**src/rtl/core/kns_pkg.sv**
```systemverilog
// Shared types, constants and table functions for the Kepler Newton solver.
`default_nettype none
package kns_pkg;
    localparam int ANGLE_WIDTH_DEF  = 32;
    localparam int CORDIC_STEPS_DEF = 30;
    localparam int TOL_W            = 29;
    localparam int LIM_W            = 7;
    localparam int ECC_W            = 16;
    localparam int IO_ANGLE_W       = 32;
    localparam int IO_FRAC          = 28;
    localparam int LIMIT_MAX        = 64;
    localparam logic [0:0] REG_TOLERANCE = 1'b0;
    localparam logic [0:0] REG_LIMIT     = 1'b1;
    localparam logic [63:0] PI_Q60 = 64'h3243F6A8885A308D;

    // datapath operations
    typedef enum logic [3:0] {
        OP_NONE   = 4'd0,
        OP_LOAD   = 4'd1,
        OP_REDUCE = 4'd2,
        OP_CSTEP  = 4'd3,
        OP_FORM   = 4'd4,
        OP_MULT   = 4'd5,
        OP_DIVST  = 4'd6,
        OP_DSTEP  = 4'd7,
        OP_UPDATE = 4'd8
    } op_t;

    typedef struct packed {
        op_t op;
    } dp_cmd_t;

    typedef struct packed {
        logic reduce_done;
        logic cordic_done;
        logic div_done;
        logic met;
    } dp_sts_t;

    function automatic logic [63:0] mul_q60(input logic [63:0] a, input logic [63:0] b);
        logic [127:0] p;
        p = {64'd0, a} * {64'd0, b};
        return p[123:60];
    endfunction

    function automatic logic signed [63:0] q60_to_f(input logic [63:0] v, input int fb);
        int s;
        logic [63:0] r;
        s = 60 - fb;
        r = (v + (64'd1 << (s - 1))) >> s;
        return $signed(r);
    endfunction

    function automatic logic signed [63:0] pi_f(input int fb);
        return q60_to_f(PI_Q60, fb);
    endfunction

    function automatic logic signed [63:0] half_pi_f(input int fb);
        return q60_to_f(PI_Q60 >> 1, fb);
    endfunction

    function automatic logic signed [63:0] two_pi_f(input int fb);
        return q60_to_f(PI_Q60 << 1, fb);
    endfunction

    function automatic logic signed [63:0] atan_f(input int i, input int fb);
        logic [63:0] acc;
        logic [63:0] term;
        int s;
        acc = 64'd0;
        if (i == 0) begin
            acc = PI_Q60 >> 2;
        end else begin
            for (int k = 0; k < 64; k++) begin
                s = 60 - i * (2 * k + 1);
                if (s >= 0) begin
                    term = (64'd1 << s) / 64'(2 * k + 1);
                    acc = k[0] ? acc - term : acc + term;
                end
            end
        end
        return q60_to_f(acc, fb);
    endfunction

    function automatic logic signed [63:0] gain_f(input int steps, input int fb);
        logic [63:0] g2;
        logic [63:0] y;
        logic [63:0] t;
        g2 = 64'd1 << 60;
        y  = 64'd5 << 57;
        for (int i = 0; i < steps; i++) begin
            if (2 * i < 64) g2 = g2 + (g2 >> (2 * i));
        end
        for (int i = 0; i < 8; i++) begin
            t = mul_q60(g2, mul_q60(y, y));
            y = mul_q60(y, (64'd3 << 60) - t) >> 1;
        end
        return q60_to_f(y, fb);
    endfunction
endpackage
`default_nettype wire

```
**src/rtl/core/kns_datapath.sv**
```systemverilog
// Datapath: range reduction, serial CORDIC, Newton residual, serial divider, update.
`default_nettype none
module kns_datapath #(
    parameter int ANGLE_WIDTH  = kns_pkg::ANGLE_WIDTH_DEF,
    parameter int CORDIC_STEPS = kns_pkg::CORDIC_STEPS_DEF
) (
    input  wire                                  aclk,
    input  wire kns_pkg::dp_cmd_t                cmd,
    input  wire signed [kns_pkg::IO_ANGLE_W-1:0] mean_anomaly,
    input  wire [kns_pkg::ECC_W-1:0]             eccentricity,
    input  wire [kns_pkg::TOL_W-1:0]             tolerance,
    output kns_pkg::dp_sts_t                     sts,
    output logic signed [kns_pkg::IO_ANGLE_W-1:0] result_angle
);
    localparam int F   = ANGLE_WIDTH - 4;
    localparam int W   = ANGLE_WIDTH + 2;   // working width with headroom for reduction and CORDIC
    localparam int NW  = ANGLE_WIDTH + 4;   // residual width
    localparam int QW  = F + 5;             // quotient width, one bit above the clamp
    localparam int SW  = $clog2(CORDIC_STEPS + 1);
    localparam int BW  = $clog2(F + 4);
    localparam int UP  = F - kns_pkg::IO_FRAC;
    localparam int TW  = QW + ((UP < 0) ? -UP : 0) + 1;
    localparam logic signed [W-1:0] PI_C   = W'(kns_pkg::pi_f(F));
    localparam logic signed [W-1:0] HPI_C  = W'(kns_pkg::half_pi_f(F));
    localparam logic signed [W-1:0] TPI_C  = W'(kns_pkg::two_pi_f(F));
    localparam logic signed [W-1:0] GAIN_C = W'(kns_pkg::gain_f(CORDIC_STEPS, F));
    localparam logic signed [W-1:0] E_HI   = W'((64'sd8 <<< F) - 1);
    localparam logic signed [W-1:0] E_LO   = W'(-(64'sd8 <<< F));
    localparam logic [QW-1:0]       Q_LIM  = QW'((65'd1 << (F + 4)) - 1);

    logic signed [W-1:0]  e_reg, e_next, m_reg, m_next;
    logic signed [W-1:0]  z_reg, z_next, x_reg, x_next, y_reg, y_next;
    logic                 flip_reg, flip_next;
    logic [SW-1:0]        i_reg, i_next;
    logic [kns_pkg::ECC_W-1:0] ecc_reg, ecc_next;
    logic signed [NW-1:0] num_reg, num_next;
    logic [NW-1:0]        den_reg, den_next, rem_reg, rem_next;
    logic [QW-1:0]        q_reg, q_next;
    logic                 neg_reg, neg_next, ddone_reg, ddone_next;
    logic [BW-1:0]        b_reg, b_next;
    logic signed [W+kns_pkg::ECC_W:0] ps_reg, ps_next, pc_reg, pc_next;

    logic signed [W-1:0] atan_v, xs, ys;
    logic [NW-1:0]       trial;

    always_comb begin
        atan_v = '0;
        for (int k = 0; k < CORDIC_STEPS; k++) begin
            if (i_reg == SW'(k)) atan_v = W'(kns_pkg::atan_f(k, F));
        end
    end

    assign xs    = x_reg >>> i_reg;
    assign ys    = y_reg >>> i_reg;
    // remainder stays below den < 2^(F+2), so its top bit is free
    assign trial = {rem_reg[NW-2:0], num_reg[NW-1]};

    logic signed [W-1:0]  e_sub;
    logic signed [NW-1:0] f_v, d_v, est_s;
    logic [TW-1:0]        mag_c, tol_c;
    assign est_s = NW'(e_reg);
    assign f_v = est_s - NW'(ps_reg >>> kns_pkg::ECC_W) - NW'(m_reg);
    assign d_v = (NW'(1) <<< F) - NW'(pc_reg >>> kns_pkg::ECC_W);

    logic signed [NW:0] e_upd;
    assign e_upd = {e_reg[W-1], NW'(e_reg)} -
                   (neg_reg ? -$signed({1'b0, NW'(q_reg)}) : $signed({1'b0, NW'(q_reg)}));

    always_comb begin
        if (UP >= 0) begin
            mag_c = TW'(q_reg);
            tol_c = TW'({{TW{1'b0}}, tolerance} << UP);
        end else begin
            mag_c = TW'({{TW{1'b0}}, q_reg} << (-UP));
            tol_c = TW'(tolerance);
        end
    end

    always_comb begin
        e_next = e_reg; m_next = m_reg; z_next = z_reg; x_next = x_reg; y_next = y_reg;
        flip_next = flip_reg; i_next = i_reg; ecc_next = ecc_reg; num_next = num_reg;
        den_next = den_reg; rem_next = rem_reg; q_next = q_reg; neg_next = neg_reg;
        b_next = b_reg; ps_next = ps_reg; pc_next = pc_reg; ddone_next = ddone_reg;
        e_sub = '0;
        unique case (cmd.op)
            kns_pkg::OP_LOAD: begin
                e_next = '0;
                ecc_next = eccentricity;
                i_next = '0; ddone_next = 1'b0;
                if (UP >= 0) m_next = W'(mean_anomaly) <<< UP;
                else         m_next = W'(mean_anomaly >>> (-UP));
            end
            kns_pkg::OP_REDUCE: begin
                // one 2*pi or pi fold per cycle; start value held in z
                if (i_reg == '0) begin
                    z_next = e_reg; i_next = SW'(1); flip_next = 1'b0;
                end else if (z_reg > PI_C) begin
                    z_next = z_reg - TPI_C;
                end else if (z_reg < -PI_C) begin
                    z_next = z_reg + TPI_C;
                end else if (z_reg > HPI_C) begin
                    z_next = z_reg - PI_C; flip_next = 1'b1;
                end else if (z_reg < -HPI_C) begin
                    z_next = z_reg + PI_C; flip_next = 1'b1;
                end
                x_next = GAIN_C; y_next = '0;
            end
            kns_pkg::OP_CSTEP: begin
                if (!ddone_reg) begin
                    // first cycle: restart the stage counter
                    i_next = '0; ddone_next = 1'b1;
                end else if (i_reg != SW'(CORDIC_STEPS)) begin
                    if (!z_reg[W-1]) begin
                        x_next = x_reg - ys; y_next = y_reg + xs; z_next = z_reg - atan_v;
                    end else begin
                        x_next = x_reg + ys; y_next = y_reg - xs; z_next = z_reg + atan_v;
                    end
                    i_next = i_reg + SW'(1);
                end
            end
            kns_pkg::OP_MULT: begin
                e_sub = flip_reg ? -y_reg : y_reg;
                ps_next = e_sub * $signed({1'b0, ecc_reg});
                pc_next = (flip_reg ? -x_reg : x_reg) * $signed({1'b0, ecc_reg});
                i_next = '0; ddone_next = 1'b0;
            end
            kns_pkg::OP_FORM: begin
                num_next = f_v[NW-1] ? -f_v : f_v;
                neg_next = f_v[NW-1];
                den_next = (d_v < NW'(1)) ? NW'(1) : NW'(d_v);
            end
            kns_pkg::OP_DIVST: begin
                // a quotient of 2^(F+4) or more (num >= 16*den) only saturates
                q_next = '0; b_next = '0;
                if ($unsigned(num_reg) >= (den_reg << 4)) begin
                    q_next = Q_LIM; ddone_next = 1'b1;
                end else begin
                    rem_next = $unsigned(num_reg) >> 4;
                    num_next = num_reg <<< (NW - 4);
                    ddone_next = 1'b0;
                end
            end
            kns_pkg::OP_DSTEP: begin
                // restoring division, one quotient bit per cycle over F+4 bits
                if (!ddone_reg) begin
                    if (trial >= den_reg) begin
                        rem_next = trial - den_reg;
                        q_next = {q_reg[QW-2:0], 1'b1};
                    end else begin
                        rem_next = trial;
                        q_next = {q_reg[QW-2:0], 1'b0};
                    end
                    num_next = num_reg <<< 1;
                    b_next = b_reg + BW'(1);
                    if (b_reg == BW'(F + 3)) ddone_next = 1'b1;
                end
            end
            kns_pkg::OP_UPDATE: begin
                if (e_upd > (NW+1)'(E_HI))      e_next = E_HI;
                else if (e_upd < (NW+1)'(E_LO)) e_next = E_LO;
                else                              e_next = W'(e_upd);
                i_next = '0; ddone_next = 1'b0;
            end
            default: ;
        endcase
    end

    always_ff @(posedge aclk) begin
        e_reg <= e_next; m_reg <= m_next; z_reg <= z_next; x_reg <= x_next; y_reg <= y_next;
        flip_reg <= flip_next; i_reg <= i_next; ecc_reg <= ecc_next; num_reg <= num_next;
        den_reg <= den_next; rem_reg <= rem_next; q_reg <= q_next; neg_reg <= neg_next;
        b_reg <= b_next; ps_reg <= ps_next; pc_reg <= pc_next; ddone_reg <= ddone_next;
    end

    assign sts.reduce_done = (i_reg != '0) && !(z_reg > PI_C) && !(z_reg < -PI_C)
                             && !(z_reg > HPI_C) && !(z_reg < -HPI_C);
    assign sts.cordic_done = ddone_reg && (i_reg == SW'(CORDIC_STEPS));
    assign sts.div_done    = ddone_reg;
    assign sts.met         = mag_c < tol_c;

    always_comb begin
        if (UP >= 0) result_angle = kns_pkg::IO_ANGLE_W'(e_reg >>> UP);
        else         result_angle = kns_pkg::IO_ANGLE_W'(e_reg <<< (-UP));
    end
endmodule
`default_nettype wire

```
**src/rtl/core/kns_ctrl.sv**
```systemverilog
// Controller: sequences the load, then per Newton step reduction, CORDIC, products, residual, division and update.
`default_nettype none
module kns_ctrl (
    input  wire                           aclk,
    input  wire                           aresetn,
    input  wire                           in_fire,
    input  wire                           out_free,
    input  wire [kns_pkg::LIM_W-1:0]      limit,
    input  wire kns_pkg::dp_sts_t         sts,
    output kns_pkg::dp_cmd_t              cmd,
    output logic                          busy,
    output logic                          done,
    output logic [kns_pkg::LIM_W-1:0]     used,
    output logic                          conv
);
    typedef enum logic [7:0] {
        S_IDLE   = 8'b00000001,
        S_REDUCE = 8'b00000010,
        S_CORDIC = 8'b00000100,
        S_MULT   = 8'b00001000,
        S_FORM   = 8'b00010000,
        S_DIV    = 8'b00100000,
        S_UPDATE = 8'b01000000,
        S_DONE   = 8'b10000000
    } state_t;

    state_t state_reg, state_next;
    logic [kns_pkg::LIM_W-1:0] n_reg, n_next, lim_reg, lim_next;
    logic conv_reg, conv_next, dstart_reg, dstart_next;

    always_comb begin
        state_next = state_reg; n_next = n_reg; lim_next = lim_reg; conv_next = conv_reg;
        dstart_next = 1'b0;
        cmd.op = kns_pkg::OP_NONE;
        unique case (state_reg)
            S_IDLE: begin
                if (in_fire) begin
                    cmd.op = kns_pkg::OP_LOAD;
                    n_next = '0; conv_next = 1'b0;
                    lim_next = (limit > kns_pkg::LIM_W'(kns_pkg::LIMIT_MAX)) ?
                               kns_pkg::LIM_W'(kns_pkg::LIMIT_MAX) : limit;
                    state_next = (lim_next == '0) ? S_DONE : S_REDUCE;
                end
            end
            S_REDUCE: begin
                cmd.op = kns_pkg::OP_REDUCE;
                if (sts.reduce_done) state_next = S_CORDIC;
            end
            S_CORDIC: begin
                cmd.op = kns_pkg::OP_CSTEP;
                if (sts.cordic_done) state_next = S_MULT;
            end
            S_MULT: begin
                cmd.op = kns_pkg::OP_MULT;
                state_next = S_FORM;
            end
            S_FORM: begin
                cmd.op = kns_pkg::OP_FORM;
                state_next = S_DIV; dstart_next = 1'b1;
            end
            S_DIV: begin
                cmd.op = dstart_reg ? kns_pkg::OP_DIVST : kns_pkg::OP_DSTEP;
                if (!dstart_reg && sts.div_done) state_next = S_UPDATE;
            end
            S_UPDATE: begin
                cmd.op = kns_pkg::OP_UPDATE;
                n_next = n_reg + kns_pkg::LIM_W'(1);
                if (sts.met) begin
                    conv_next = 1'b1; state_next = S_DONE;
                end else if (n_next == lim_reg) begin
                    state_next = S_DONE;
                end else begin
                    state_next = S_REDUCE;
                end
            end
            S_DONE: begin
                if (out_free) state_next = S_IDLE;
            end
            default: state_next = S_IDLE;
        endcase
    end

    always_ff @(posedge aclk) begin
        if (!aresetn) begin
            state_reg <= S_IDLE; n_reg <= '0; lim_reg <= '0; conv_reg <= 1'b0;
            dstart_reg <= 1'b0;
        end else begin
            state_reg <= state_next; n_reg <= n_next; lim_reg <= lim_next;
            conv_reg <= conv_next; dstart_reg <= dstart_next;
        end
    end

    assign busy = (state_reg != S_IDLE);
    assign done = (state_reg == S_DONE) && out_free;
    assign used = n_reg;
    assign conv = conv_reg;
endmodule
`default_nettype wire

```
**src/rtl/core/kepler_newton_solver.sv**
```systemverilog
// Top level: stream ports, configuration registers, result register.
//  channel   | dir | tdata / fields (low bit up)
//  s_axis    | in  | tdata: mean_anomaly[31:0], eccentricity[47:32]
//  m_axis    | out | tdata: eccentric_anomaly[31:0], iterations_used[38:32], converged[39]
//  cfg       | in  | cfg_index (0 tolerance, 1 limit), cfg_data
// One item at a time. Each Newton step: range-reduction folds, the CORDIC steps, the products
// and residual, the serial divider (cut short when the correction saturates), one update;
// an item takes that for each step used, plus a load and the hand-off of its result.
// Reset clears control and restores register defaults; a waiting result holds on stall.
`default_nettype none
module kepler_newton_solver #(
    parameter int ANGLE_WIDTH  = kns_pkg::ANGLE_WIDTH_DEF,
    parameter int CORDIC_STEPS = kns_pkg::CORDIC_STEPS_DEF
) (
    input  wire         aclk,
    input  wire         aresetn,
    input  wire         s_tvalid,
    output logic        s_tready,
    input  wire  [47:0] s_tdata,   // mean_anomaly, eccentricity
    output logic        m_tvalid,
    input  wire         m_tready,
    output logic [39:0] m_tdata,   // eccentric_anomaly, iterations_used, converged
    input  wire         cfg_valid,
    output logic        cfg_ready,
    input  wire  [0:0]  cfg_index,
    input  wire  [28:0] cfg_data
);
    logic [kns_pkg::TOL_W-1:0] tol_reg, tol_next;
    logic [kns_pkg::LIM_W-1:0] lim_reg, lim_next;
    logic        busy, done, conv, in_fire, mvalid_reg, mvalid_next;
    logic [kns_pkg::LIM_W-1:0] used;
    logic [39:0] mdata_reg, mdata_next;
    logic signed [kns_pkg::IO_ANGLE_W-1:0] angle;
    kns_pkg::dp_cmd_t cmd;
    kns_pkg::dp_sts_t sts;

    assign s_tready  = !busy;
    assign in_fire   = s_tvalid && s_tready;
    assign cfg_ready = 1'b1;

    always_comb begin
        tol_next = tol_reg; lim_next = lim_reg;
        if (cfg_valid) begin
            unique case (cfg_index)
                kns_pkg::REG_TOLERANCE: tol_next = cfg_data;
                kns_pkg::REG_LIMIT:     lim_next = cfg_data[kns_pkg::LIM_W-1:0];
                default: ;
            endcase
        end
        mvalid_next = mvalid_reg && !m_tready;
        mdata_next = mdata_reg;
        if (done) begin
            mvalid_next = 1'b1;
            mdata_next = {conv, used, angle};
        end
    end

    always_ff @(posedge aclk) begin
        if (!aresetn) begin
            tol_reg <= kns_pkg::TOL_W'(26844); lim_reg <= kns_pkg::LIM_W'(32);
            mvalid_reg <= 1'b0;
        end else begin
            tol_reg <= tol_next; lim_reg <= lim_next; mvalid_reg <= mvalid_next;
        end
        mdata_reg <= mdata_next;
    end

    assign m_tvalid = mvalid_reg;
    assign m_tdata  = mdata_reg;

    kns_ctrl u_ctrl (
        .aclk(aclk), .aresetn(aresetn), .in_fire(in_fire),
        .out_free(!mvalid_reg || m_tready), .limit(lim_reg), .sts(sts),
        .cmd(cmd), .busy(busy), .done(done), .used(used), .conv(conv)
    );

    kns_datapath #(.ANGLE_WIDTH(ANGLE_WIDTH), .CORDIC_STEPS(CORDIC_STEPS)) u_dp (
        .aclk(aclk), .cmd(cmd), .mean_anomaly(s_tdata[31:0]),
        .eccentricity(s_tdata[47:32]), .tolerance(tol_reg), .sts(sts),
        .result_angle(angle)
    );

    a_no_accept_busy: assert property (@(posedge aclk) disable iff (!aresetn)
        in_fire |=> busy) else $error("accepted item did not start work");
    a_done_fills: assert property (@(posedge aclk) disable iff (!aresetn)
        done |=> m_tvalid) else $error("finished result not presented");
    a_iter_bound: assert property (@(posedge aclk) disable iff (!aresetn)
        m_tvalid |-> m_tdata[38:32] <= 7'd64) else $error("iteration count over cap");
endmodule
`default_nettype wire

```
**config.mk**
```make
export PLATFORM = sky130hd
export DESIGN_NAME = kepler_newton_solver
export DESIGN_NICKNAME = d
export VERILOG_FILES = /design/src/rtl/core/kns_pkg.sv /design/src/rtl/core/kns_datapath.sv /design/src/rtl/core/kns_ctrl.sv /design/src/rtl/core/kepler_newton_solver.sv
export SDC_FILE = /design/constraint.sdc
export NUM_CORES = 2
export LEC_CHECK = 0
export BUFFER_PORTS_ARGS = -buffer_cell sky130_fd_sc_hd__buf_4
export CORE_UTILIZATION = 24
export CTS_CLUSTER_DIAMETER = 60
export DETAILED_ROUTE_END_ITERATION = 6
export GPL_TIMING_DRIVEN = 0
export PLACE_DENSITY_LB_ADDON = 0.1
export SYNTH_ARGS = -nofsm -noshare
export SYNTH_HDL_FRONTEND = slang
export SYNTH_SLANG_ARGS = --single-unit
```
**constraint.sdc**
```tcl
create_clock -name aclk -period 9.2 [get_ports aclk]
set_clock_uncertainty 0.1 [all_clocks]
set_input_delay 0.92 -clock aclk [delete_from_list [all_inputs] [get_ports aclk]]
set_output_delay 0.92 -clock aclk [all_outputs]
set_load 0.03 [all_outputs]
```
==> results.md <==
- Rows: 214
- Clock sinks: 508
- R2R setup slack: -0.83 ns
- Syn avg cell area: 8.92 µm²
- Worst-Skew Late Latency: 0.84 ns
- Final setup viols: 34
- Post-DR wirelength/cell: 25.1 µm
- RR Endpoint: u_dp.ps_reg[50]
- Final worst slack: -0.831 ns
- Max Root-Sink Buffers: 4
- Die width: 588 µm
- Mapped cell area: 82,500 µm²
- Die Span Y: 588 µm
- Syn-to-layout area delta: 18.2%
- Failing checks: max-capacitance violations, max-slew violations, negative setup slack
- Remaining Overflow, GRT: 0
- Initial antenna violation count: 26
- Post-synthesis mux area share: 0.0348
- PortBufs: 121
- Async SR Flop Fraction: 0
- Vias per inst: 4.82
- Worst Max-Slew Pin Slew: 1.54 ns
- Xor/xnor share of the synthesized area: 0.0584
- Max FFs per register: 40
- I/O pin total: 126
- WHS Endpoint: u_dp.m_reg[6]
- Top cells by area, synth: fa_1 27%, edfxtp_1 16%, ha_1 8.0%
- WHS Path Cells: 1
- DP HPWL: 292,000 µm
- CP Launch Type: flip-flop
- Compound-Gate Fraction of Synth Area: 0.122
- Post-Route WL: 359,000 µm
- Clock slew at reported path FFs: 0.06 ns
- Gr usage total: 0.205
- TritonCTS Buffers: 88
- GPL Wtd Cong: 0.919
- Global Route met1 Usage: 0.282
- RSZ-0062 raised after global routing: yes
- CP delay by family, top: adder cells
- Buf/Inv on CP: 8
- Top_reg_cell synth: edfxtp_1
- Main combinational cell family by area after synthesis: adder cells
- Hold WC Path Type: input port to flip-flop
- Sequential share of the synthesized area: 0.177
- Adder-cell area share of the yosys netlist: 0.352
- Initial core utilization: 0.242
- Yosys top cell area share: 0.272
- CTS tree: done
- CP peak stage delay: 0.54 ns
- Layout cells sized above 1: 0.115
- Final Max Slew Viols: 11
- Achievable Freq: 99.7 MHz
- CTS root buf: clkbuf_16
- Initial DRT Pass Iterations: 6
- Seq cells post-synth: 508
- CP required: 9.57 ns
- Vias in the first global route: 71.5k
- Post-route ant nets: 0
- Reg2Reg Depth: 35
- Status: complete, but fails checks
- Final net count: 11.4k
- Critical Path AT: 10.40 ns
- Die Outline Area: 346,000 µm²
- Simple-gate share of the synthesized area: 0.166
- Largest net degree at the start of global routing: 56
- Core region area: 341,000 µm²
- Period minus WS final: 10.03 ns
- CP max stage cell: fa_1
- Final hold vios: 0
- Distinct cells, synth: 96
- H-tree depth: 3
- Fin Hold WS: 0.160 ns
- Worst R2R Start: u_dp.y_reg[0]
- Post-synth EDFFs: 447
- DRC viols: 0
- Slew Limit Headroom: -0.0244
- Synthesized netlist net count: 11.0k
- Final period utilization: 1.09
- Met2 Use GR: 0.336
- DRT iter0 DRCs: 4,709
- Cells after Synth: 9,258
- Global-route wire length before repair: 516,000 µm
- Max-cap check violation count: 1
- Warnings from Yosys: 0
- Cell taking the most area after synthesis: fa_1
- Endpoint type of the worst setup path: flip-flop
- CP Max Fanout: 5
- Worst path most repeated cell: fa_1
- Worst Min Path Start: s_tdata[6]
- Crit Path Category: flip-flop to flip-flop
- M3 GR Usage: 0.0222
- Vias: 68.8k
- Busiest metal layer after global routing: met2
[timing repair]
item                                    in CTS  in global routing
gates resized for setup                    492                231
endpoints found under the setup margin      99                 51
pin swaps                                  134                144
endpoints found under the hold margin        0                  0
setup buffers                              127                 70
hold buffers                                 0                  0
[worst max path at each step]
stage / startpoint / cells past startpoint / end
after floorplan: u_dp.y_reg[2] / 31 / u_dp.ps_reg[45]
after global placement: u_dp.i_reg[3] / 9 / u_dp.z_reg[33]
after detailed placement: u_dp.y_reg[0] / 33 / u_dp.ps_reg[49]
after CTS: u_dp.y_reg[0] / 34 / u_dp.ps_reg[45]
after global routing: u_dp.y_reg[0] / 33 / u_dp.ps_reg[45]
final: u_dp.y_reg[0] / 35 / u_dp.ps_reg[50]
[Yosys cell counts (all sizes together), types with 71 or more instances]
library cell  instances
nor3                109
a21oi               482
nor2b                71
mux4                 96
inv                1432
edfxtp              447
o21a                102
ha                  525
a31oi                75
xnor2               336
o21ai               347
and2                474
nand2              1243
xor2                214
nand3               113
clkbuf              422
fa                 1123
a21o                137
nor2                458
[layer usage]
layer,vias up,part of all wire
met3,347,0.046
li1,31200,-
met5,-,0
met4,0,0.034
met2,1749,0.46
met1,35500,0.46
[area by class of cell]
cell class / count / area [µm²]
fillers: 36500 / 244000
multi-input cells: 6832 / 63600
flip-flops and latches: 508 / 14600
well taps: 4536 / 5680
inverters: 1432 / 5400
repair buffers: 338 / 2970
plain buffers: 477 / 2430
clock buffers: 98 / 2250
clock inverters: 55 / 591
diodes: 11 / 27.5
[worst register-to-register path: cells and delay by family, from the launching register on]
kind / cells / cell delay [ns]
AOI/OAI and AO/OA: 10 / 2.59
xor gates and xnor gates: 2 / 0.44
adders and majority gates: 7 / 3.25
buffers and inverters: 8 / 1.02
DFF: 1 / 0.40
and+or+nand+nor: 8 / 1.83
[metrics by stage]
step / TNS [ns] / setup WS [ns] / util / area (µm²) / cells
finish: -16.97 / -0.831 / 0.286 / 97600 / 14300
global route: -24.71 / -1.11 / 0.286 / 97500 / 14300
CTS: -19.33 / -0.957 / 0.282 / 96100 / 14200
detailed placement: -180.91 / -4.18 / 0.263 / 89700 / 13900
global placement: -747.45 / -5.70 / 0.261 / 89200 / 13900
floorplan: -0.0428 / -0.0428 / - / 82600 / 9258
[placed cells by master (no fill, tap or decap), types with 39 or more instances in the layout]
cell	netlist	routed
nor2b_1	71	67
or3_1	51	39
o21a_1	102	101
a21oi_1	482	455
mux2i_1	47	47
nand4_1	42	42
xor2_1	214	196
a21o_1	136	135
clkbuf_2	1	46
nand2_1	1243	1219
nand2b_1	69	67
nand3_1	113	111
o21bai_1	45	42
and3_1	58	57
xnor2_1	336	259
mux4_2	96	96
xnor2_4	0	44
a211oi_1	44	41
a31oi_1	75	72
ha_1	525	498
buf_4	6	296
and2_1	470	468
clkbuf_16	0	89
inv_1	1430	1406
dfxtp_1	61	61
fa_1	1123	1111
nor2_1	458	448
buf_6	12	44
clkbuf_1	421	331
o21ai_0	343	317
nor3_1	109	104
edfxtp_1	447	447
[cells by family (layout without fill, tap and decap cells)]
group / Yosys count / after routing
other: 2 / 13
adder cells (fa/ha/maj): 1648 / 1648
XOR/XNOR: 550 / 550
AO/OA/AOI/OAI: 1589 / 1589
multiplexers: 164 / 164
AND/OR/NAND/NOR: 2879 / 2879
flip-flops: 508 / 508
buffers and inverters: 1918 / 2400
Power is not shown: default switching activity piles up to over one toggle a cycle in this logic, so the estimate is an artifact.
